**src/time_bucketed_xmin_ring_defines.svh**
```systemverilog
// Assertion macros shared by the watermark ring RTL.
// Used by files that carry concurrent checks; depends on nothing else.
`ifndef TIME_BUCKETED_XMIN_RING_DEFINES_SVH
`define TIME_BUCKETED_XMIN_RING_DEFINES_SVH

// The consequent must hold in the same cycle as the antecedent.
`define TBXR_ASSERT_SAME(label, clk, rst_n, ante, cons) \
  label: assert property (@(posedge clk) disable iff (!rst_n) (ante) |-> (cons)) \
    else $error("tbxr check failed");

// The consequent must hold in the cycle after the antecedent.
`define TBXR_ASSERT_NEXT(label, clk, rst_n, ante, cons) \
  label: assert property (@(posedge clk) disable iff (!rst_n) (ante) |=> (cons)) \
    else $error("tbxr check failed");

`endif

```
**src/tbxr_pkg.sv**
```systemverilog
// Shared types and constants of the watermark ring block.
// Used by every module of the block but the RAM; depends on nothing.
package tbxr_pkg;

  localparam int RingDepth = 64;  // must be a power of two
  localparam int SlotW     = $clog2(RingDepth);

  localparam int OpW     = 2;
  localparam int StampW  = 63;
  localparam int IdW     = 32;
  localparam int SecW    = 34;
  localparam int StatusW = 2;

  localparam int S_TDATA_W = ((StampW + IdW + 7) / 8) * 8;
  localparam int M_TDATA_W = IdW;
  localparam int M_TUSER_W = 1 + StatusW;

  localparam longint NsPerSecond = 64'd1000000000;

  // One second is a power of two times an odd factor. The stamp drops the power
  // of two and is divided by the odd factor through a truncated reciprocal, whose
  // estimate is at most one below the true quotient.
  localparam int     DivShift = 9;
  localparam longint DivOdd   = NsPerSecond >> DivShift;
  localparam int     DivOddW  = $clog2(DivOdd);
  localparam int     DivXW    = StampW - DivShift;
  localparam longint DivRecip = (longint'(1) << DivXW) / DivOdd;
  localparam int     DivXLoW  = DivXW / 2;
  localparam int     DivXHiW  = DivXW - DivXLoW;
  localparam int     DivRLoW  = SecW / 2;
  localparam int     DivOpAW  = DivXHiW;
  localparam int     DivOpBW  = DivOddW;
  localparam int     DivProdW = DivOpAW + DivOpBW;
  localparam int     DivAccW  = DivXW + SecW;
  localparam int     DivRemW  = DivOddW + 1;
  localparam int     DivSteps = 8;
  localparam int     DivCntW  = $clog2(DivSteps);

  typedef enum logic [OpW-1:0] {
    OP_RECORD = 2'd0,
    OP_LOOKUP = 2'd1,
    OP_FILL   = 2'd2,
    OP_NOP    = 2'd3
  } op_e;

  typedef enum logic [StatusW-1:0] {
    LK_FOUND   = 2'd0,
    LK_FUTURE  = 2'd1,
    LK_TOO_OLD = 2'd2
  } lk_status_e;

  typedef enum logic [3:0] {
    ST_IDLE,
    ST_DIVIDE,
    ST_EVAL,
    ST_REC_HEAD,
    ST_REC_GAP,
    ST_REC_TAIL,
    ST_READ_DATA,
    ST_FILL,
    ST_RESULT
  } state_e;

  typedef enum logic [DivCntW-1:0] {
    DIV_XL_RL = 3'd0,
    DIV_XL_RH = 3'd1,
    DIV_XH_RL = 3'd2,
    DIV_XH_RH = 3'd3,
    DIV_QUOT  = 3'd4,
    DIV_QL_D  = 3'd5,
    DIV_QH_D  = 3'd6,
    DIV_FIX   = 3'd7
  } div_step_e;

  typedef struct packed {
    logic load_in;
    logic div_start;
    logic eval_rec;
    logic eval_lk;
    logic rd_slot;
    logic rd_next;
    logic rec_write_head;
    logic gap_write;
    logic take_rdata;
    logic fill;
    logic emit;
  } cmd_t;

  typedef struct packed {
    logic div_done;
    logic rec_newer;
    logic lk_future;
    logic lk_near;
    logic gap_zero;
    logic gap_one;
    logic out_free;
  } sts_t;

endpackage

```
**src/tbxr_ctrl.sv**
```systemverilog
// Controller state machine of the watermark ring block.
// Drives datapath commands from the operation and datapath status; uses tbxr_pkg.
module tbxr_ctrl (
  input  logic                     clk_i,
  input  logic                     rst_ni,
  input  logic                     in_valid_i,
  input  logic [tbxr_pkg::OpW-1:0] in_op_i,
  input  tbxr_pkg::sts_t           sts_i,
  output logic                     in_ready_o,
  output tbxr_pkg::cmd_t           cmd_o
);
  import tbxr_pkg::*;

  state_e state_q, state_d;
  op_e    op_q;
  op_e    in_op;
  logic   accept;

  assign in_op  = op_e'(in_op_i);
  assign accept = in_valid_i && (state_q == ST_IDLE);

  always_ff @(posedge clk_i or negedge rst_ni) begin
    if (!rst_ni) begin
      state_q <= ST_IDLE;
      op_q    <= OP_NOP;
    end else begin
      state_q <= state_d;
      if (accept) begin
        op_q <= in_op;
      end
    end
  end

  always_comb begin
    state_d = state_q;
    unique case (state_q)
      ST_IDLE: begin
        if (accept) begin
          unique case (in_op) inside
            OP_RECORD, OP_LOOKUP: state_d = ST_DIVIDE;
            OP_FILL:              state_d = ST_FILL;
            default:              state_d = ST_RESULT;
          endcase
        end
      end
      ST_DIVIDE: begin
        if (sts_i.div_done) begin
          state_d = ST_EVAL;
        end
      end
      ST_EVAL: begin
        if (op_q == OP_RECORD) begin
          state_d = sts_i.rec_newer ? ST_REC_HEAD : ST_RESULT;
        end else begin
          state_d = (sts_i.lk_future || sts_i.lk_near) ? ST_READ_DATA : ST_RESULT;
        end
      end
      ST_REC_HEAD:  state_d = sts_i.gap_zero ? ST_REC_TAIL : ST_REC_GAP;
      ST_REC_GAP: begin
        if (sts_i.gap_one) begin
          state_d = ST_REC_TAIL;
        end
      end
      ST_REC_TAIL:  state_d = ST_READ_DATA;
      ST_READ_DATA: state_d = ST_RESULT;
      ST_FILL:      state_d = ST_RESULT;
      ST_RESULT: begin
        if (sts_i.out_free) begin
          state_d = ST_IDLE;
        end
      end
      default:      state_d = ST_IDLE;
    endcase
  end

  always_comb begin
    cmd_o      = '0;
    in_ready_o = 1'b0;
    unique case (state_q)
      ST_IDLE: begin
        in_ready_o       = 1'b1;
        cmd_o.load_in    = accept;
        cmd_o.div_start  = accept && (in_op == OP_RECORD || in_op == OP_LOOKUP);
      end
      ST_EVAL: begin
        cmd_o.eval_rec = (op_q == OP_RECORD);
        cmd_o.eval_lk  = (op_q == OP_LOOKUP);
        // A lookup that is not for a future second reads its own slot;
        // otherwise the default read address is the head slot.
        cmd_o.rd_slot  = (op_q == OP_LOOKUP) && !sts_i.lk_future;
      end
      ST_REC_HEAD:  cmd_o.rec_write_head = 1'b1;
      ST_REC_GAP:   cmd_o.gap_write      = 1'b1;
      ST_REC_TAIL:  cmd_o.rd_next        = 1'b1;
      ST_READ_DATA: cmd_o.take_rdata     = 1'b1;
      ST_FILL:      cmd_o.fill           = 1'b1;
      ST_RESULT:    cmd_o.emit           = sts_i.out_free;
      default: begin
        cmd_o = '0;
      end
    endcase
  end

endmodule

```
**config.mk**
```make
export PLATFORM = sky130hd
export DESIGN_NAME = tbxr_ctrl
export DESIGN_NICKNAME = d
export VERILOG_FILES = /design/src/time_bucketed_xmin_ring_defines.svh /design/src/tbxr_pkg.sv /design/src/tbxr_ctrl.sv
export SDC_FILE = /design/constraint.sdc
export NUM_CORES = 1
export LEC_CHECK = 0
export ABC_AREA = 1
export BUFFER_PORTS_ARGS = -buffer_cell sky130_fd_sc_hd__buf_2
export CELL_PAD_IN_SITES_DETAIL_PLACEMENT = 1
export CELL_PAD_IN_SITES_GLOBAL_PLACEMENT = 2
export CORE_MARGIN = 2
export CORE_UTILIZATION = 23
export CTS_CLUSTER_SIZE = 20
export DETAILED_ROUTE_END_ITERATION = 6
export GPL_TIMING_DRIVEN = 1
export PLACE_DENSITY = 0.82
export SYNTH_ARGS = -nofsm -noshare
export SYNTH_HDL_FRONTEND = slang
export SYNTH_SLANG_ARGS = --single-unit
```
**constraint.sdc**
```tcl
create_clock -name clk_i -period 2.05 [get_ports clk_i]
set_clock_uncertainty 0.2 [all_clocks]
set_input_delay 0.1025 -clock clk_i [delete_from_list [all_inputs] [get_ports clk_i]]
set_output_delay 0.1025 -clock clk_i [all_outputs]
set_load 0.1 [all_outputs]
```
== Word level (Yosys, flattened, before mapping) ==
Index checks and enable logic that the tools add are counted.
Widths: inputs -> output; s select.
Storage, ports and cells
  flip-flop bits (word level): 6
  bits of input ports: 12
  output and inout port bits: 12
  logic and storage cells: 48
Operators by class
  equal/unequal tests: 15
  mux-type cells: 19
  reductions and logical operators: 12
Operators with widths (number)
  $pmux 4 s8: 1
  $mux 4: 7
  $eq 4x3->1 const B: 4
  $eq 4x2->1 const B: 2
  $mux 1: 8
  $ne 2x2->1 const B: 4
  $pmux 4 s2: 1
  $eq 2x1->1 const B: 2
  $eq 4x1->1 const B: 1
  $eq 4x4->1 const B: 1
  $logic_not 2->1: 2
  $logic_not 4->1: 1
  $reduce_and 4->1: 1
  $reduce_or 2->1: 2
  $logic_and 1x1->1: 3
  $mux 3: 1
  $eq 2x2->1 const B: 1
  $logic_or 1x1->1: 2
  $mux 2: 1
  $logic_not 1->1: 1

== Longest topological paths before layout ==
Gate-level depths: netlist of the first run.
  depth in word-level cells: 5
  depth in mapped cells: 8

== Worst setup path after synthesis of the first run ==
Ideal clock, no wire load.
  path kind: register to output
  start: register state_q[3]
  end: output port cmd_o[6] (netlist name)
  data arrival time: 3.568 ns
  data required time: 1.747 ns
  slack: -1.820 ns
  cell stages (with the launch flop): 4
  buffers on the path: 0
  cells stage by stage: dfrtp_1 -> nor2_2 -> nand2_1 -> nor4_1
RTL lines
  start, declared: line tbxr_ctrl.sv:14  | state_e state_q, state_d;
  start signal, assigned: line tbxr_ctrl.sv:27  | state_q <= state_d;
  end, declared: line tbxr_ctrl.sv:10  | output tbxr_pkg::cmd_t cmd_o

== Worst setup path after layout of the first run ==
  start: register state_q[1]
  end: register op_q[1]
On the way
  longest elaborated chain between the ends: 2
Ends and longest elaborated chain
  $logic_not 4->1: line tbxr_ctrl.sv:20  | assign accept = in_valid_i && (state_q == ST_IDLE);
  $logic_and 1x1->1: line tbxr_ctrl.sv:20
  end signal, assigned: line tbxr_ctrl.sv:29  | op_q <= in_op;
  end, declared: line tbxr_ctrl.sv:15  | op_e op_q;
Every way passes these cells.
A chain may end at the register's enable or synchronous reset.

==> results of run 1 <==
-- through the flow --
stage | power [mW] | std cells | hold slack [ps] | util, %
after floorplan | 1.12 | 95 | -393 | -
after global placement | 1.31 | 145 | -261 | 34.6
after detailed placement | 1.32 | 145 | -260 | 34.6
after CTS | 1.50 | 157 | 4.26 | 39.6
after global routing | 1.64 | 157 | 21.6 | 40.1
final | 1.50 | 157 | 2.58 | 40.1
-- cell type report --
cell class	count	area, um^2
Multi-Input combinational cell	69	362
Tap cell	28	35.0
Inverter	19	72.6
Fill cell	308	1340
Timing Repair Buffer	31	248
Sequential cell	6	153
Clock buffer	4	26.3
-- layout by cell type, fill, tap and decap left out --
master         count
inv_1             17
clkinv_2           1
buf_2             17
nand2_1           33
o21ai_1            1
a21oi_2            1
nor3_4             1
dfstp_2            2
nor4_4             1
nor3_2             1
nand3b_1           2
inv_2              1
clkbuf_4           4
clkbuf_1           1
nand2_4            1
buf_4              2
buf_12             3
nand3_1            6
nor2_1            13
dlygate4sd3_1      8
dfrtp_1            4
nand2_2            1
nand4_1            1
nor2_4             3
nor2_2             4
-- cell usage after synthesis --
master / instances
nand3b_1: 2
dfstp_2: 2
nor4_1: 1
nor2_2: 4
a21oi_2: 1
o21ai_1: 1
nand3_1: 6
dfrtp_1: 4
clkinv_2: 1
nor2_4: 1
nand2_2: 1
nor3_1: 2
nand4_1: 1
nand2_4: 1
nand2_1: 33
nor2_1: 15
inv_2: 1
inv_1: 17
buf_4: 1
-- logic make-up after synthesis --
logic type             share of synthesized area [%]
and+or+nand+nor                                 55.0
DFF                                             27.9
buffers and inverters                           14.6
AOI/OAI and AO/OA                               2.51
-- routing by layer --
metal,vias to the layer above,track usage (%),part of all wire (%)
li1,351,-,-
met1,300,17.5,44
met2,10,25.8,52
met3,2,1.71,2.4
met4,0,5.13,1.0
met5,-,0,0
-- worst max-delay path, stage by stage, from the launching register on --
cell and delay [ps]:
dfrtp_1 460, nor2_4 210, nand2_2 90, clkinv_2 80, nand2_4 70, nor2_4 140, a21oi_2 40, dlygate4sd3_1 550
-- power by group --
| group | total [mW] | internal, mW | switching (mW) |
|---|---|---|---|
| logic | 1.11 | 0.282 | 0.829 |
| clock network | 0.120 | 0.0739 | 0.0459 |
| registers | 0.272 | 0.189 | 0.0833 |
| total | 1.50 | 0.545 | 0.958 |
-- worst max-delay path by stage --
| stage | slack (ps) | start | end |
|---|---|---|---|
| 3_5_place_dp | 270 | state_q[3]$_DFFE_PN0P_ | cmd_o[8] |
| 6_report | 120 | state_q[1]$_DFFE_PN0P_ | op_q[1]$_DFFE_PN1P_ |
| 5_1_grt | -1 | state_q[1]$_DFFE_PN0P_ | op_q[1]$_DFFE_PN1P_ |
| 2_1_floorplan | -170 | state_q[3]$_DFFE_PN0P_ | cmd_o[1] |
| 3_3_place_gp | 280 | state_q[3]$_DFFE_PN0P_ | cmd_o[8] |
| 4_1_cts | 30 | state_q[1]$_DFFE_PN0P_ | op_q[1]$_DFFE_PN1P_ |
-- state kept, by name, indices dropped and copies added, names as in the netlist --
| register | flops |
|---|---|
| state_q | 4 |
| op_q | 2 |
-- what timing repair did --
item,in CTS,in global routing
endpoints found under the setup margin,2,3
resized for setup,2,3
hold buffers,8,0
cloned,0,0
hold endpoints to repair,11,0
==> impl_metrics.yaml, run 1 <==
status:
  status: "complete, no violations"
cts:
  clock_path_buffers: 2
  numCtsBuffers: 3
  htreeDepth: 1
  clock_latency_ps: 250
  cts_tree: "built"
  root_buffer: "clkbuf_4"
  clk_pin_slew_ps: 50
  post_cts_buffers: 0
  clock-sinks: 6
synthesis:
  synth_area_um2: 548
  postSynthAreaPerCell_um2: 5.77
  yosys_register_bits: 6
  synth_top_cell_area_share_pct: 22.6
  synthCells: 95
  yosys_warnings: 0
  synth_seq_area_share_pct: 27.9
  synth_top_area_cell: "nand2_1"
  post_synth_main_area_contributors: "nand2_1 23%, dfrtp_1 18%, inv_1 12%"
  synth.distinct_cells: 19
  synthesis.nets: 107
worst_hold_path:
  min_path_type: "input pin to async pin"
timing:
  hold_violations: 0
  setup_ws_ps: 117
  min_period_over_period_pct: 94.3
  relSlewSlack_pct: 67.9
  fmax_mhz: 517
  tightest_slew_ps: 485
  fin_crit_ps: 1930
  setup_tns_ps: 0
  rsz0062_at_grt: "true"
  setup_viol: 0
  slew_violations: 0
die:
  die_y_um: 52.8
  coreArea_mm2: 0.00223
  start_util_pct: 24.5
  rows: 17
  die_area_mm2: 0.00279
  die_w_um: 52.8
  io_pins: 24
global_route:
  grt.overflow.total: 0
  grt_pass1_vias: 685
  grt_usage_pct: 14.4
  grt_max_degree: 8
  grt_pass1_wl_um: 2960
  antenna_found_initial: 0
route:
  via_count: 663
  first_pass_iters: 4
  drc_errors: 0
  drt_iter0_markers: 8
  vias_per_cell: 4.22
  drtAntennaViolNets: 0
  wl_per_cell_um: 10.5
  routed_wl_um: 1650
place:
  dp_hpwl_um: 1420
  gp_congestion: 0.759
  dp_slack_ps: 266
  numPortBuffers: 23
  dpl_cell_area_um2: 772
run:
  cap_violations: 0
layout:
  diodes: 0
  area_growth_syn_to_layout_pct: 63.5
  finalNetCount: 142
  final_cell_area_um2: 896
  drive_above_1_share_pct: 33.3
setup_path:
  r2r-end: "op_q[1]$_DFFE_PN1P_"
  critPathRequiredTime_ps: 2020
  end_kind: "flop"
  r2r_start: "state_q[1]$_DFFE_PN0P_"
  start_kind: "flop"
  worstPathArrival_ps: 1900
  r2r_setup_slack_ps: 120
  cp_max_fo: 7
  setup.worst_path.class: "flop to flop"
  rr_worst_depth: 7
pwr:
  leakage_nw: 0.519
  peakVddDrop_uv: 1030
  power.density_mw_per_mm2: 1680
(Power assumes the default switching activity.)
==> run 2, diff against run 1 <==
--- a/config.mk
+++ b/config.mk
@@ -5,15 +5,15 @@
 export SDC_FILE = /design/constraint.sdc
 export NUM_CORES = 1
 export LEC_CHECK = 0
-export ABC_AREA = 1
 export BUFFER_PORTS_ARGS = -buffer_cell sky130_fd_sc_hd__buf_2
 export CELL_PAD_IN_SITES_DETAIL_PLACEMENT = 1
 export CELL_PAD_IN_SITES_GLOBAL_PLACEMENT = 2
 export CORE_MARGIN = 2
-export CORE_UTILIZATION = 23
+export CORE_UTILIZATION = 26
 export CTS_CLUSTER_SIZE = 20
 export DETAILED_ROUTE_END_ITERATION = 6
 export GPL_TIMING_DRIVEN = 1
+export HOLD_SLACK_MARGIN = 0.12
 export PLACE_DENSITY = 0.82
 export SYNTH_ARGS = -nofsm -noshare
 export SYNTH_HDL_FRONTEND = slang
==> run 2 against run 1 <==
  * The flow now finishes with violations (negative setup slack)
  * Global-route usage grew 3.1 points
  * Setup slack worse by 180 ps
  * Final area grew 21%
  * Synthesized cell count decreased by 36%
  * Register-to-register slack lost 120 ps
  * Sequential power is 3% higher
  * First-iteration DRC count is 38% lower
  * Utilization increased by 16 points
  * Die area shrank 15%
  * Clock power grew 6%
==> impl_metrics.yaml, run 2 <==
cts:
  clock_path_buffers: 2
  numCtsBuffers: 3
  htreeDepth: 1
  clock_latency_ps: 260
  cts_tree: "built"
  clk_pin_slew_ps: 50
  root_buffer: "clkbuf_4"
  clock-sinks: 6
timing:
  slew_violations: 0
  hold_slack_ps: 101
  rsz0062_at_grt: "true"
  fin_crit_ps: 2110
  setup_viol: 2
  setup_ws_ps: -61.7
  relSlewSlack_pct: 67.7
  hold_violations: 0
  min_period_over_period_pct: 103
  tightest_slew_ps: 488
  fmax_mhz: 474
synthesis:
  synthesis.nets: 73
  synthCells: 61
  synth_area_um2: 520
  yosysMostFrequentCell: "nor2_1"
  synth_seq_area_share_pct: 29.3
  yosys_register_bits: 6
  synth_top_cell_area_share_pct: 19.2
  post_synth_main_area_contributors: "dfrtp_1 19%, dfstp_2 10%, nor2_1 5.8%"
  postSynthAreaPerCell_um2: 8.53
  synth-edff-count: 0
  synth.distinct_cells: 33
  synth_common_cells: "8 x nor2_1, 4 x dfrtp_1, 4 x inv_1, 4 x nand2b_1"
  async_reset_ff_share_pct: 100
  yosys_warnings: 0
  synth_top_area_cell: "dfrtp_1"
  ys.flop_type: "dfrtp_1"
layout:
  fin_cells: 128
  seqCellArea_um2: 154
  nFillCells: 227
  reg.largest.list: "state_q x4, op_q x2"
  diodes: 0
  final_cell_area_mm2: 0.00109
  area_growth_syn_to_layout_pct: 109
  finalNetCount: 114
  largest_reg_flops: 4
  final_common_cell: "buf_2"
  multi_input_area_um2: 443
  largest_register: "state_q"
  mostFrequentLayoutCells: "13 x buf_2, 10 x buf_12, 9 x dlygate4sd3_1, 8 x buf_4"
  drive_above_1_share_pct: 57.4
worst_hold_path:
  min_to: "state_q[1]$_DFFE_PN0P_"
  worst_hold_startpoint: "sts_i[5]"
  min_path_type: "input pin to flop"
  min_path_cells: 4
pwr:
  leakage_nw: 0.462
  peakVddDrop_uv: 888
  clockPowerShare_pct: 7.3
  pwr-share-comb_pct: 76.4
  pwr-share-seq_pct: 16.3
  switching_share_pct: 55.7
  switching_power_mw: 0.962
  p_int_mw: 0.765
  power.density_mw_per_mm2: 1590
die:
  coreArea_mm2: 0.00192
  die_w_um: 48.7
  die_area_mm2: 0.00238
  start_util_pct: 27.1
  rows: 16
  die_y_um: 48.7
  io_pins: 24
setup_path:
  worstPathArrival_ps: 1810
  cp_max_fo: 2
  end_kind: "output port"
  setup.worst_path.class: "flop to output port"
  start_kind: "flop"
  critPathRequiredTime_ps: 1750
  rr_worst_depth: 6
  r2r_start: "state_q[3]$_DFFE_PN0P_"
  r2r_setup_slack_ps: 0
  r2r-end: "state_q[1]$_DFFE_PN0P_"
place:
  gp_congestion: 0.797
  numPortBuffers: 23
  dpl_cell_area_um2: 921
  dp_hpwl_um: 1360
  dp.cells: 111
global_route:
  grt_pass1_wl_um: 3130
  grt_max_degree: 14
  grt_pass1_vias: 661
  grt.overflow.total: 0
  grt_usage_pct: 17.5
  antenna_found_initial: 0
status:
  violations: "negative setup slack"
  status: "finished, violations left"
route:
  wl_per_cell_um: 14.6
  first_pass_iters: 4
  routed_wl_um: 1870
  drt_iter0_markers: 5
  drc_errors: 0
  via_count: 625
  drtAntennaViolNets: 0
  vias_per_cell: 4.88
run:
  cap_violations: 0
run 2: changes by cell type after synthesis, sizes merged, moves of 4 or more:
cell / change
nand2b: +4
nand2: -32
nand3: -6
nor2: -12
inv: -14
run 2: worst max-delay path by stage:
stage	startpoint	endpoint	slack, ps	cells past startpoint
global route	state_q[3]$_DFFE_PN0P_	cmd_o[6]	-120	4
floorplan	state_q[0]$_DFFE_PN0P_	cmd_o[6]	-830	3
CTS	state_q[3]$_DFFE_PN0P_	cmd_o[6]	-40	4
global placement	state_q[0]$_DFFE_PN0P_	cmd_o[6]	160	4
finish	state_q[3]$_DFFE_PN0P_	cmd_o[6]	-60	4
detailed placement	state_q[0]$_DFFE_PN0P_	cmd_o[6]	90	4
run 2: kinds of logic after synthesis:
| group | share of synthesized area, % |
|---|---|
| AND/OR/NAND/NOR | 39.7 |
| AO/OA/AOI/OAI | 18.0 |
| buffers and inverters | 6.73 |
| flip-flops | 29.3 |
| multiplexers | 6.25 |
run 2: per-stage QoR:
step | utilization, % | setup slack [ps] | TNS (ps) | total power [mW]
after floorplan | - | -835 | -4580 | 1.20
after global placement | 47.9 | 155 | 0 | 1.49
after detailed placement | 47.9 | 95.0 | 0 | 1.51
after CTS | 55.5 | -40.0 | -40.0 | 1.69
after global routing | 56.6 | -118 | -317 | 1.82
final | 56.6 | -61.7 | -68.8 | 1.73
run 2: power groups by stage:
| stage | clock [mW] | combinational (mW) | sequential [mW] |
|---|---|---|---|
| after floorplan | 0 | 0.909 | 0.288 |
| after global placement | 0 | 1.23 | 0.261 |
| after detailed placement | 0 | 1.23 | 0.273 |
| after CTS | 0.130 | 1.28 | 0.279 |
| after global routing | 0.140 | 1.40 | 0.290 |
| final | 0.127 | 1.32 | 0.281 |
run 2: worst max-delay path: stages, from the launching register on:
cell     delay, ps
dfrtp_2        410
or4b_4         570
nor3b_4        210
nor2b_4        190
buf_12         180
run 2: what timing repair did:
item	in CTS	in global routing
pin swaps	2	1
endpoints found under the setup margin	2	7
hold buffers	9	0
hold endpoints to repair	11	0
buffers inserted	3	1
cloned	0	0
resized for setup	1	3
run 2: area by class of cell:
type                    count  share of cell area [%]
repair buffers             40                    38.2
inverters                   4                    1.38
flip-flops and latches      6                    14.2
clock buffers               4                    2.42
well taps                  27                    3.11
multi-input cells          47                    40.7
run 2: per-layer routing:
metal / part of all wire (%) / wire length [um] / track usage (%)
met5: 0 / 0 / 0
met4: 2.9 / 55 / 11.9
met3: 2.2 / 41 / 1.85
met2: 53 / 988 / 28.8
met1: 42 / 785 / 21.5
