[config.mk]
export PLATFORM = sky130hd
export DESIGN_NAME = tbxr_dp
export DESIGN_NICKNAME = d
export VERILOG_FILES = /design/src/tbxr_pkg.sv /design/src/tbxr_ram.sv /design/src/tbxr_div.sv /design/src/tbxr_dp.sv
export VERILOG_INCLUDE_DIRS = /design/src /design/src/src
export SDC_FILE = /design/constraint.sdc
export NUM_CORES = 2
export LEC_CHECK = 0
export ABC_AREA = 0
export BUFFER_PORTS_ARGS = -buffer_cell sky130_fd_sc_hd__buf_4
export CORE_MARGIN = 10
export CORE_UTILIZATION = 60
export CTS_CLUSTER_SIZE = 30
export DETAILED_ROUTE_END_ITERATION = 10
export PLACE_DENSITY = 0.83
export SLEW_MARGIN = 5
export SYNTH_ARGS = -nofsm -noshare
export SYNTH_HDL_FRONTEND = slang
export SYNTH_SLANG_ARGS = --single-unit
[constraint.sdc]
create_clock -name clk_i -period 12.8 [get_ports clk_i]
set_input_delay 2.56 -clock clk_i [delete_from_list [all_inputs] [get_ports clk_i]]
set_output_delay 2.56 -clock clk_i [all_outputs]
set_load 0.005 [all_outputs]
[src/time_bucketed_xmin_ring_defines.svh]
// Assertion macros shared by the watermark ring RTL.
// Used by files that carry concurrent checks; depends on nothing else.
`ifndef TIME_BUCKETED_XMIN_RING_DEFINES_SVH
`define TIME_BUCKETED_XMIN_RING_DEFINES_SVH

// The consequent must hold in the same cycle as the antecedent.
`define TBXR_ASSERT_SAME(label, clk, rst_n, ante, cons) \
  label: assert property (@(posedge clk) disable iff (!rst_n) (ante) |-> (cons)) \
    else $error("tbxr check failed");

// The consequent must hold in the cycle after the antecedent.
`define TBXR_ASSERT_NEXT(label, clk, rst_n, ante, cons) \
  label: assert property (@(posedge clk) disable iff (!rst_n) (ante) |=> (cons)) \
    else $error("tbxr check failed");

`endif

[src/tbxr_pkg.sv]
// Shared types and constants of the watermark ring block.
// Used by every module of the block but the RAM; depends on nothing.
package tbxr_pkg;

  localparam int RingDepth = 64;  // must be a power of two
  localparam int SlotW     = $clog2(RingDepth);

  localparam int OpW     = 2;
  localparam int StampW  = 63;
  localparam int IdW     = 32;
  localparam int SecW    = 34;
  localparam int StatusW = 2;

  localparam int S_TDATA_W = ((StampW + IdW + 7) / 8) * 8;
  localparam int M_TDATA_W = IdW;
  localparam int M_TUSER_W = 1 + StatusW;

  localparam longint NsPerSecond = 64'd1000000000;

  // One second is a power of two times an odd factor. The stamp drops the power
  // of two and is divided by the odd factor through a truncated reciprocal, whose
  // estimate is at most one below the true quotient.
  localparam int     DivShift = 9;
  localparam longint DivOdd   = NsPerSecond >> DivShift;
  localparam int     DivOddW  = $clog2(DivOdd);
  localparam int     DivXW    = StampW - DivShift;
  localparam longint DivRecip = (longint'(1) << DivXW) / DivOdd;
  localparam int     DivXLoW  = DivXW / 2;
  localparam int     DivXHiW  = DivXW - DivXLoW;
  localparam int     DivRLoW  = SecW / 2;
  localparam int     DivOpAW  = DivXHiW;
  localparam int     DivOpBW  = DivOddW;
  localparam int     DivProdW = DivOpAW + DivOpBW;
  localparam int     DivAccW  = DivXW + SecW;
  localparam int     DivRemW  = DivOddW + 1;
  localparam int     DivSteps = 8;
  localparam int     DivCntW  = $clog2(DivSteps);

  typedef enum logic [OpW-1:0] {
    OP_RECORD = 2'd0,
    OP_LOOKUP = 2'd1,
    OP_FILL   = 2'd2,
    OP_NOP    = 2'd3
  } op_e;

  typedef enum logic [StatusW-1:0] {
    LK_FOUND   = 2'd0,
    LK_FUTURE  = 2'd1,
    LK_TOO_OLD = 2'd2
  } lk_status_e;

  typedef enum logic [3:0] {
    ST_IDLE,
    ST_DIVIDE,
    ST_EVAL,
    ST_REC_HEAD,
    ST_REC_GAP,
    ST_REC_TAIL,
    ST_READ_DATA,
    ST_FILL,
    ST_RESULT
  } state_e;

  typedef enum logic [DivCntW-1:0] {
    DIV_XL_RL = 3'd0,
    DIV_XL_RH = 3'd1,
    DIV_XH_RL = 3'd2,
    DIV_XH_RH = 3'd3,
    DIV_QUOT  = 3'd4,
    DIV_QL_D  = 3'd5,
    DIV_QH_D  = 3'd6,
    DIV_FIX   = 3'd7
  } div_step_e;

  typedef struct packed {
    logic load_in;
    logic div_start;
    logic eval_rec;
    logic eval_lk;
    logic rd_slot;
    logic rd_next;
    logic rec_write_head;
    logic gap_write;
    logic take_rdata;
    logic fill;
    logic emit;
  } cmd_t;

  typedef struct packed {
    logic div_done;
    logic rec_newer;
    logic lk_future;
    logic lk_near;
    logic gap_zero;
    logic gap_one;
    logic out_free;
  } sts_t;

endpackage

[src/tbxr_ram.sv]
// Generic single-port-write, single-port-read RAM with registered read data.
// Holds the watermark ring; depends on nothing.
module tbxr_ram #(
  parameter int Width = 32,
  parameter int Depth = 64
) (
  input  logic                     clk_i,
  input  logic                     we_i,
  input  logic [$clog2(Depth)-1:0] waddr_i,
  input  logic [Width-1:0]         wdata_i,
  input  logic [$clog2(Depth)-1:0] raddr_i,
  output logic [Width-1:0]         rdata_o
);

  logic [Width-1:0] mem_q [Depth];
  logic [Width-1:0] rdata_q;

  always_ff @(posedge clk_i) begin
    if (we_i) begin
      mem_q[waddr_i] <= wdata_i;
    end
    rdata_q <= mem_q[raddr_i];
  end

  assign rdata_o = rdata_q;

endmodule

[src/tbxr_div.sv]
// Divider of a nanosecond stamp by one second through a reciprocal multiply.
// One narrow multiplier is shared across the multiply steps; depends on tbxr_pkg.
module tbxr_div (
  input  logic                        clk_i,
  input  logic                        rst_ni,
  input  logic                        start_i,
  input  logic [tbxr_pkg::StampW-1:0] stamp_i,
  output logic                        done_o,
  output logic [tbxr_pkg::SecW-1:0]   quot_o
);
  import tbxr_pkg::*;

  logic [DivXW-1:0]    x_q;
  logic [DivAccW-1:0]  acc_q, acc_d;
  logic [SecW-1:0]     quo_q, quo_d;
  div_step_e           step_q;
  logic                busy_q;
  logic                done_q;
  logic [DivOpAW-1:0]  op_a;
  logic [DivOpBW-1:0]  op_b;
  logic [DivProdW-1:0] prod;
  logic [DivRemW-1:0]  rem;
  logic [SecW-1:0]     recip;

  assign recip = SecW'(DivRecip);
  assign prod  = op_a * op_b;
  // The true remainder of the estimate is below twice the divisor, so its low
  // bits are enough.
  assign rem   = x_q[DivRemW-1:0] - acc_q[DivRemW-1:0];

  // The first four steps build stamp times reciprocal from partial products, the
  // fifth takes the estimate, the next two multiply it back, the last corrects it.
  always_comb begin
    op_a  = '0;
    op_b  = '0;
    acc_d = acc_q;
    quo_d = quo_q;
    unique case (step_q)
      DIV_XL_RL: begin
        op_a  = DivOpAW'(x_q[DivXLoW-1:0]);
        op_b  = DivOpBW'(recip[DivRLoW-1:0]);
        acc_d = acc_q + DivAccW'(prod);
      end
      DIV_XL_RH: begin
        op_a  = DivOpAW'(x_q[DivXLoW-1:0]);
        op_b  = DivOpBW'(recip[SecW-1:DivRLoW]);
        acc_d = acc_q + (DivAccW'(prod) << DivRLoW);
      end
      DIV_XH_RL: begin
        op_a  = DivOpAW'(x_q[DivXW-1:DivXLoW]);
        op_b  = DivOpBW'(recip[DivRLoW-1:0]);
        acc_d = acc_q + (DivAccW'(prod) << DivXLoW);
      end
      DIV_XH_RH: begin
        op_a  = DivOpAW'(x_q[DivXW-1:DivXLoW]);
        op_b  = DivOpBW'(recip[SecW-1:DivRLoW]);
        acc_d = acc_q + (DivAccW'(prod) << (DivXLoW + DivRLoW));
      end
      DIV_QUOT: begin
        quo_d = acc_q[DivXW +: SecW];
        acc_d = '0;
      end
      DIV_QL_D: begin
        op_a  = DivOpAW'(quo_q[DivRLoW-1:0]);
        op_b  = DivOpBW'(DivOdd);
        acc_d = acc_q + DivAccW'(prod);
      end
      DIV_QH_D: begin
        op_a  = DivOpAW'(quo_q[SecW-1:DivRLoW]);
        op_b  = DivOpBW'(DivOdd);
        acc_d = acc_q + (DivAccW'(prod) << DivRLoW);
      end
      DIV_FIX: begin
        if (rem >= DivRemW'(DivOdd)) begin
          quo_d = quo_q + 1'b1;
        end
      end
      default: begin
        quo_d = quo_q;
      end
    endcase
  end

  always_ff @(posedge clk_i or negedge rst_ni) begin
    if (!rst_ni) begin
      busy_q <= 1'b0;
      done_q <= 1'b0;
      step_q <= DIV_XL_RL;
    end else if (start_i) begin
      busy_q <= 1'b1;
      done_q <= 1'b0;
      step_q <= DIV_XL_RL;
    end else if (busy_q) begin
      step_q <= div_step_e'(step_q + 1'b1);
      if (step_q == DIV_FIX) begin
        busy_q <= 1'b0;
        done_q <= 1'b1;
      end
    end
  end

  always_ff @(posedge clk_i) begin
    if (start_i) begin
      x_q   <= stamp_i[StampW-1:DivShift];
      acc_q <= '0;
      quo_q <= '0;
    end else if (busy_q) begin
      acc_q <= acc_d;
      quo_q <= quo_d;
    end
  end

  assign done_o = done_q;
  assign quot_o = quo_q;

endmodule

[src/tbxr_dp.sv]
// Datapath of the watermark ring: divider, ring RAM, head and second registers,
// result staging and output register. Uses tbxr_pkg, tbxr_div and tbxr_ram.
`include "time_bucketed_xmin_ring_defines.svh"

module tbxr_dp (
  input  logic                           clk_i,
  input  logic                           rst_ni,
  input  tbxr_pkg::cmd_t                 cmd_i,
  input  logic [tbxr_pkg::StampW-1:0]    in_stamp_i,
  input  logic [tbxr_pkg::IdW-1:0]       in_id_i,
  input  logic                           out_ready_i,
  output logic                           out_valid_o,
  output logic [tbxr_pkg::IdW-1:0]       out_xid_o,
  output logic                           out_updated_o,
  output logic [tbxr_pkg::StatusW-1:0]   out_status_o,
  output tbxr_pkg::sts_t                 sts_o
);
  import tbxr_pkg::*;

  logic             div_done;
  logic [SecW-1:0]  quot;

  logic [IdW-1:0]   id_q;
  logic [SecW-1:0]  sec_q;
  logic [SecW-1:0]  last_q;
  logic [SlotW-1:0] head_q;
  logic [SlotW-1:0] pos_q;
  logic [SlotW-1:0] gap_cnt_q;
  logic [IdW-1:0]   prev_q;
  logic [IdW-1:0]   fill_val_q;
  logic [RingDepth-1:0] valid_q;
  logic             valid_rd_q;

  logic [IdW-1:0]   res_xid_q;
  logic             res_upd_q;
  lk_status_e       res_status_q;

  logic             m_valid_q;
  logic [IdW-1:0]   m_xid_q;
  logic             m_upd_q;
  logic [StatusW-1:0] m_status_q;

  logic [SecW-1:0]  sec_rec;
  logic [SecW:0]    rec_diff;
  logic [SecW:0]    lk_diff;
  logic             rec_newer;
  logic             rec_big;
  logic             lk_future;
  logic             lk_near;

  logic             ram_we;
  logic [SlotW-1:0] ram_waddr;
  logic [IdW-1:0]   ram_wdata;
  logic [SlotW-1:0] ram_raddr;
  logic [IdW-1:0]   ram_rdata;
  logic [IdW-1:0]   rd_eff;
  logic             out_free;

  tbxr_div u_div (
    .clk_i   (clk_i),
    .rst_ni  (rst_ni),
    .start_i (cmd_i.div_start),
    .stamp_i (in_stamp_i),
    .done_o  (div_done),
    .quot_o  (quot)
  );

  tbxr_ram #(
    .Width (IdW),
    .Depth (RingDepth)
  ) u_ring (
    .clk_i   (clk_i),
    .we_i    (ram_we),
    .waddr_i (ram_waddr),
    .wdata_i (ram_wdata),
    .raddr_i (ram_raddr),
    .rdata_o (ram_rdata)
  );

  // A record rounds up to the next second; a lookup rounds down.
  assign sec_rec   = quot + 1'b1;
  assign rec_diff  = {1'b0, sec_rec} - {1'b0, last_q};
  assign lk_diff   = {1'b0, last_q} - {1'b0, quot};
  assign rec_newer = !rec_diff[SecW] && (rec_diff[SecW-1:0] != '0);
  assign rec_big   = rec_diff[SecW-1:0] >= SecW'(RingDepth);
  assign lk_future = lk_diff[SecW];
  assign lk_near   = !lk_diff[SecW] && (lk_diff[SecW-1:0] < SecW'(RingDepth));

  assign ram_we    = cmd_i.rec_write_head || cmd_i.gap_write;
  assign ram_waddr = cmd_i.rec_write_head ? sec_q[SlotW-1:0] : pos_q;
  assign ram_wdata = cmd_i.rec_write_head ? id_q : prev_q;
  assign ram_raddr = cmd_i.rd_next ? head_q + 1'b1 :
                     cmd_i.rd_slot ? quot[SlotW-1:0] : head_q;

  // A slot not written since reset or the last fill holds the fill value.
  assign rd_eff   = valid_rd_q ? ram_rdata : fill_val_q;
  assign out_free = !m_valid_q || out_ready_i;

  always_ff @(posedge clk_i or negedge rst_ni) begin
    if (!rst_ni) begin
      head_q     <= '0;
      last_q     <= '0;
      valid_q    <= '0;
      fill_val_q <= '0;
      m_valid_q  <= 1'b0;
    end else begin
      if (cmd_i.rec_write_head) begin
        head_q <= sec_q[SlotW-1:0];
        last_q <= sec_q;
      end
      if (cmd_i.fill) begin
        valid_q    <= '0;
        fill_val_q <= id_q;
      end else if (ram_we) begin
        valid_q[ram_waddr] <= 1'b1;
      end
      if (cmd_i.emit) begin
        m_valid_q <= 1'b1;
      end else if (out_ready_i) begin
        m_valid_q <= 1'b0;
      end
    end
  end

  always_ff @(posedge clk_i) begin
    valid_rd_q <= valid_q[ram_raddr];
    if (cmd_i.load_in) begin
      id_q         <= in_id_i;
      res_xid_q    <= '0;
      res_upd_q    <= 1'b0;
      res_status_q <= LK_FOUND;
    end
    if (cmd_i.eval_rec) begin
      sec_q     <= sec_rec;
      gap_cnt_q <= rec_big ? SlotW'(RingDepth - 1) : rec_diff[SlotW-1:0] - 1'b1;
      res_upd_q <= rec_newer;
    end
    if (cmd_i.eval_lk) begin
      res_status_q <= lk_future ? LK_FUTURE : (lk_near ? LK_FOUND : LK_TOO_OLD);
    end
    if (cmd_i.rec_write_head) begin
      prev_q <= rd_eff;
      pos_q  <= sec_q[SlotW-1:0] - 1'b1;
    end
    if (cmd_i.gap_write) begin
      pos_q     <= pos_q - 1'b1;
      gap_cnt_q <= gap_cnt_q - 1'b1;
    end
    if (cmd_i.take_rdata) begin
      res_xid_q <= rd_eff;
    end
    if (cmd_i.emit) begin
      m_xid_q    <= res_xid_q;
      m_upd_q    <= res_upd_q;
      m_status_q <= res_status_q;
    end
  end

  always_comb begin
    sts_o           = '0;
    sts_o.div_done  = div_done;
    sts_o.rec_newer = rec_newer;
    sts_o.lk_future = lk_future;
    sts_o.lk_near   = lk_near;
    sts_o.gap_zero  = (gap_cnt_q == '0);
    sts_o.gap_one   = (gap_cnt_q == SlotW'(1));
    sts_o.out_free  = out_free;
  end

  assign out_valid_o   = m_valid_q;
  assign out_xid_o     = m_xid_q;
  assign out_updated_o = m_upd_q;
  assign out_status_o  = m_status_q;

  `TBXR_ASSERT_SAME(a_emit_free, clk_i, rst_ni, cmd_i.emit, out_free)
  `TBXR_ASSERT_NEXT(a_fill_clears, clk_i, rst_ni, cmd_i.fill, valid_q == '0)
  `TBXR_ASSERT_NEXT(a_write_valid, clk_i, rst_ni, ram_we, valid_q[$past(ram_waddr)])
  `TBXR_ASSERT_SAME(a_gap_nonzero, clk_i, rst_ni, cmd_i.gap_write, gap_cnt_q != '0)

endmodule

# Yosys cells after proc, flatten, opt, wreduce, memory -nomap -nowiden
# Memories as Yosys holds them, arrays and structs flattened. A register that Yosys moved wholly into a read port is not among the register bits.
# Index checks and enable logic that the tools add are counted.
[totals] regBits=499 mem_bits_rw=2048 inputBits=109 out_inout_bits=43 elab_cells=128 memories=1
[classes] n_addsub=14 multipliers=1 order_cmp=6 n_eq_ne=9 n_mux=41 bitwise=1 n_reduce_logical=32
[memory_table] memory="u_ring.mem_q" depth=64 word_bits=32 read_ports=1 rd_ports_with_merged_regs=1 write_ports=1 line="tbxr_ram.sv:15" rtl="logic [Width-1:0] mem_q [Depth];"
[op_table] cell="88-bit case mux with 5 select lines" count=1
[op_table] cell="32-bit 2-to-1 mux" count=4
[op_table] cell="64-bit 2-to-1 mux" count=2
[op_table] cell="27-bit case mux with 4 select lines" count=1
[op_table] cell="88-bit by 48-bit adder with 88-bit output" count=1
[op_table] cell="88-bit by 65-bit adder with 88-bit output" count=1
[op_table] cell="88-bit by 75-bit adder with 88-bit output" count=1
[op_table] cell="88-bit adder" count=1
[op_table] cell="34-bit by 34-bit subtractor with 35-bit output" count=2
[op_table] cell="34-bit case mux with 2 select lines" count=1
[op_table] cell="64-bit OR" count=1
[op_table] cell="21-bit case mux with 3 select lines" count=1
[op_table] cell="27-bit by 21-bit multiplier with 48-bit output" count=1
[op_table] cell="6-bit 2-to-1 mux" count=8
[op_table] cell="34-bit by 1-bit adder with 34-bit output, second input constant" count=1
[op_table] cell="34-bit by 7-bit >= comparator with 1-bit output, second input constant" count=1
[op_table] cell="34-bit by 7-bit less-than comparator with 1-bit output, second input constant" count=1
[op_table] cell="34-bit 2-to-1 mux" count=1
[op_table] cell="34-bit nonzero test" count=1
[op_table] cell="6-bit by 1-bit subtractor with 6-bit output, second input constant" count=4
[op_table] cell="22-bit by 21-bit >= comparator with 1-bit output, second input constant" count=1
[op_table] cell="22-bit subtractor" count=1
[op_table] cell="2-bit nonzero test" count=10
[op_table] cell="6-bit by 7-bit less-than comparator with 1-bit output, second input constant" count=2
[op_table] cell="other kinds (22)" count=55

# Longest topological paths before layout
[logic_depth] depth_word=8 depth_mapped=51 mapped_depth_nobuf=47

# Modules after synthesis
# A second synthesis with hierarchy kept.
[hier_totals] cells_unflattened=9330 area_unflattened_um2=131620.0
[modules_own_cells] mod="tbxr_ram" instances=1 cells_per_inst=3324 area_per_inst_um2=78515.3 seq_area_each_um2=62139.6
[modules_own_cells] mod="tbxr_div" instances=1 cells_per_inst=4420 area_per_inst_um2=36082.1 seq_area_each_um2=4189.0
[modules_own_cells] mod="tbxr_dp" instances=1 cells_per_inst=1586 area_per_inst_um2=17022.6 seq_area_each_um2=8703.3

# Worst setup path after synthesis
# No wires, ideal clock.
[synth_path] kind="register -> register" from="register u_div.step_q[2]" to="register u_div.acc_q[81]" setup_time_ns=0.130 arrival_time_ns=10.921 required_ns=12.670 slack_ns=1.749 stages_incl_launch_ff=47 n_path_buf=6 period_less_slack_ns=11.051 cell_sequence="dfrtp_1 clkbuf_1 inv_1 ha_1 clkbuf_1 a21o_1 clkbuf_1 buf_1 a221oi_1 inv_1 nand2_1 inv_1 fa_1 inv_1 fa_1 fa_1 inv_1 fa_1 (+11 left out) o31ai_1 o21ai_1 a21oi_1 nand2b_1 a21boi_0 ha_1 buf_2 nand2_1 or3_1 nor3_1 a32oi_1 a21o_1 a21oi_1 and2_0 clkbuf_1 mux2i_1 a2111oi_0 a21oi_1"
[synth_via] elab_chain_cells=6 word_cells_on_any_way=24 cone_classes="4 x add/sub; 1 x mul; 6 x eq/ne; 3 x mux; 10 x reduce/logical"
[synth_rtl] element="start: declaration" line="tbxr_div.sv:16" rtl="div_step_e step_q;"
[synth_rtl] element="start signal: assignment" line="tbxr_div.sv:94" rtl="step_q <= div_step_e'(step_q + 1'b1);"
[synth_rtl] element="3-bit by 2-bit == test with 1-bit output, or another cell as far along" line="tbxr_div.sv:38" rtl="unique case (step_q)"
[synth_rtl] element="2-bit OR reduction (no line)"
[synth_rtl] element="27-bit case mux with 4 select lines / 21-bit case mux with 3 select lines (equally long branches)" line="tbxr_div.sv:38"
[synth_rtl] element="27-bit by 21-bit multiplier with 48-bit output" line="tbxr_div.sv:26" rtl="assign prod = op_a * op_b;"
[synth_rtl] element="88-bit by 65-bit adder with 88-bit output, or another cell as far along" line="tbxr_div.sv:47, tbxr_div.sv:71"
[synth_rtl] element="88-bit case mux with 5 select lines" line="tbxr_div.sv:38"
[synth_rtl] element="end signal: assignment" line="tbxr_div.sv:105" rtl="acc_q <= '0;"
[synth_rtl] element="end signal: assignment" line="tbxr_div.sv:108" rtl="acc_q <= acc_d;"
[synth_rtl] element="end: declaration" line="tbxr_div.sv:14" rtl="logic [DivAccW-1:0] acc_q, acc_d;"
# Parallel ways exist; a longest one is shown, timed or not.
# A chain may end at the register's enable or synchronous reset.

# Worst setup path after layout
[layout_path] from="register u_div.step_q[0]" to="register u_div.acc_q[80]"
# Same word-level chain as after synthesis.

==> impl_results.md <==
- Ys flop type: edfxtp_1
- Setup crit start: u_div.step_q[0]$_DFFE_PN0P_
- Pin count of the biggest net entering global routing: 141
- Slew Limit Fails: 5
- CP required: 13,510 ps
- Hold slack final: 375 ps
- HPWL after DPL: 258,000 µm
- Worst r2r dst: u_div.acc_q[80]$_SDFFE_PP0P_
- Clock Path Buffers: 3
- Layout cells sized above 1: 0.181
- Port buffer count: 142
- MaxCap Viol Count: 2
- Crit. End Element: flop
- RePlAce Congestion: 0.979
- #FFs+latches synth: 2,573
- Netlist cell types: 110
- TritonCTS clock tree: built
- Postcts setup bufs: 0
- Outcome: complete, but fails checks
- Clk_lat worst skew: 940 ps
- Number of synthesized flops with an enable pin: 2,282
- Vias: 91,100
- Failing checks: max-capacitance violations, max-slew violations
- Crit path kind: reg -> reg
- Max frequency: 80.9 MHz
- Tcrit/Tclk final: 0.966
- Slowest stage cell, crit path: fa_1
- First-pass GRT wire length: 619,000 µm
- Worst Path Arrival: 13,070 ps
- Starting Density: 0.602
- Router iterations before antenna repair: 8
- Max_slew headroom: -0.147
- Most common cell after layout, fill and taps aside: edfxtp_1
- Reg clk slew, reported paths: 60 ps
- Total die area: 0.240 mm²
- Mapped Avg Cell Area: 14.0 µm²
- Fin crit period: 12,360 ps
- P&R area growth vs syn: 12.1%
- CP dominant cell by count: inv_1
- Synthesized cell area: 0.132 mm²
- I/O pins: 152
- Post-CTS Hold Buffers: 0
- Htree depth: 4
- Routed Antenna Nets: 0
- Hold Violations, Final: 0
- CORE AREA: 0.220 mm²
- Avg WL per Cell: 33.4 µm
- Post-layout net count: 10,900
- Violation count after the first detailed-routing iteration: 14,300
- Synth Warn #: 0
- Critical Path End: u_div.acc_q[80]$_SDFFE_PP0P_
- Max FO, Critical Path: 16
- Worst Tran Pin Value: 1710 ps
- Std cell rows: 172
- Register area share after synthesis: 0.567
- HP Class: reg -> reg
- Cells after synthesis: 9,440
- Vias in the first global route: 90,800
- GRT overflow: 0
- CTS buffer count: 240
- Clock sink total: 2,573
- Worst reg-to-reg setup slack: 440 ps
- Die Span Y: 489 µm
- Initial antenna violation count: 34
- Via density: 7.01
- Reg2Reg Depth: 50
- Max incr delay on CP: 590 ps
- Reg2reg start: u_div.step_q[0]$_DFFE_PN0P_
- Root buffer selected by CTS: clkbuf_16
- Fraction of registers with async set/reset: 0.0529
- Syn nets: 10,400
- DRC: 0
- Post-Route WL: 435,000 µm
- Horiz. Die Dim: 489 µm
- Final Skew: 97.0 ps
- Most frequent cells in the layout: 2,282 x edfxtp_1, 794 x inv_1, 647 x buf_4
- Util after Layout: 0.675
- Final setup viols: 0
- Crit start category: flop
- Post-route cell area: 0.148 mm²
- Area after DPL: 0.140 mm²
- Gr usage total: 0.353
==> layout make-up <==
class | count | area, µm²
Sequential cell | 2573 | 75000
Multi-Input combinational cell | 5635 | 53200
Antenna cell | 10 | 25.0
Inverter | 798 | 3000
Clock inverter | 155 | 1800
Tap cell | 2871 | 3590
Timing Repair Buffer | 668 | 5260
Clock buffer | 292 | 6280
Fill cell | 14100 | 71300
==> synthesized netlist by cell type (23+ instances only) <==
master,count,area share
edfxtp_1,2282,0.52
buf_2,92,0.0035
nand3_1,104,0.0039
a221oi_1,52,0.0034
inv_1,795,0.023
o21ai_1,28,0.0011
and3_1,45,0.0021
and2_1,90,0.0043
mux2_2,100,0.0085
a31oi_1,60,0.0028
o21ai_0,296,0.011
nor4_1,28,0.0013
mux4_2,528,0.090
fa_1,369,0.056
a21oi_1,526,0.020
dfrtp_1,136,0.026
o221ai_1,24,0.0016
mux2i_1,198,0.015
o21bai_1,38,0.0022
nor2b_1,171,0.0081
or3_1,28,0.0013
nor2_1,506,0.014
a211oi_1,276,0.016
ha_1,524,0.050
nand2_1,466,0.013
nand2b_1,49,0.0023
a21o_1,168,0.0095
buf_1,43,0.0012
nor3_1,93,0.0035
clkbuf_1,288,0.0082
a22oi_1,48,0.0027
xnor2_1,216,0.014
xor2_1,104,0.0069
o22ai_1,34,0.0016
o21a_1,50,0.0028
or2_2,23,0.0011
o211ai_1,33,0.0019
nand4_1,78,0.0037
dfxtp_1,155,0.023
==> through the flow <==
step,TNS [ps],worst slack (ps),cells
6_report,0,440,13000
4_1_cts,0,38.6,13000
3_5_place_dp,-642,-233,12500
3_3_place_gp,-665,-188,12500
5_1_grt,-35.5,-35.5,13000
2_1_floorplan,0,1750,9440
==> timing repair <==
item                       4_1_cts  5_1_grt
hold endpoints to repair         0        0
resized for setup                3       17
setup endpoints to repair       16       36
==> registers in the layout, indices dropped and copies added (netlist names), 32 cells and up <==
signal          count
u_div.x_q          54
u_div.acc_q        88
valid_q            64
out_xid_o          32
res_xid_q          32
last_q             34
id_q               32
sec_q              34
u_ring.mem_q     2048
fill_val_q         32
u_ring.rdata_o     32
prev_q             32
u_div.quot_o       34
==> cells by family after synthesis <==
kind of cell,Yosys count,synth area share
simple gates,1735,0.0628
flops,2573,0.567
xor+xnor,320,0.0212
buf+inv,1232,0.0363
mux,826,0.113
fa+ha+maj,893,0.105
compound gates,1861,0.0934
==> worst min-delay path by stage <==
| stage | start | endpoint | cells after the start |
|---|---|---|---|
| after CTS | res_status_q[1]$_SDFFCE_PP0P_ | out_status_o[1]$_DFFE_PP_ | 0 |
| after global placement | res_xid_q[28]$_SDFFCE_PN0P_ | out_xid_o[28]$_DFFE_PP_ | 0 |
| after global routing | res_status_q[1]$_SDFFCE_PP0P_ | out_status_o[1]$_DFFE_PP_ | 0 |
| final | res_status_q[1]$_SDFFCE_PP0P_ | out_status_o[1]$_DFFE_PP_ | 0 |
| after detailed placement | res_xid_q[13]$_SDFFCE_PN0P_ | out_xid_o[13]$_DFFE_PP_ | 0 |
| after floorplan | res_status_q[0]$_SDFFCE_PN0P_ | out_status_o[0]$_DFFE_PP_ | 0 |
==> routing by layer <==
layer / vias to the layer above / wire (µm) / GRT usage / share of wire
met2: 7975 / 194000 / 0.532 / 0.45
met5: - / 150 / 0 / 0.00034
met4: 24 / 27500 / 0.174 / 0.063
li1: 36600 / - / - / -
met1: 44900 / 153000 / 0.473 / 0.35
met3: 1643 / 60300 / 0.106 / 0.14
==> worst max-delay path: cells and delay by family, from the launching register on <==
| kind | cells | cell delay, ps |
|---|---|---|
| buffers and inverters | 16 | 1890 |
| xor gates and xnor gates | 2 | 280 |
| DFF | 1 | 440 |
| and+or+nand+nor | 8 | 1920 |
| adders and majority gates | 10 | 4610 |
| AOI/OAI and AO/OA | 14 | 3060 |
Power is left out: the tool's default activity adds up to more than one toggle a clock period on the data nets, which glitch-free logic cannot reach.
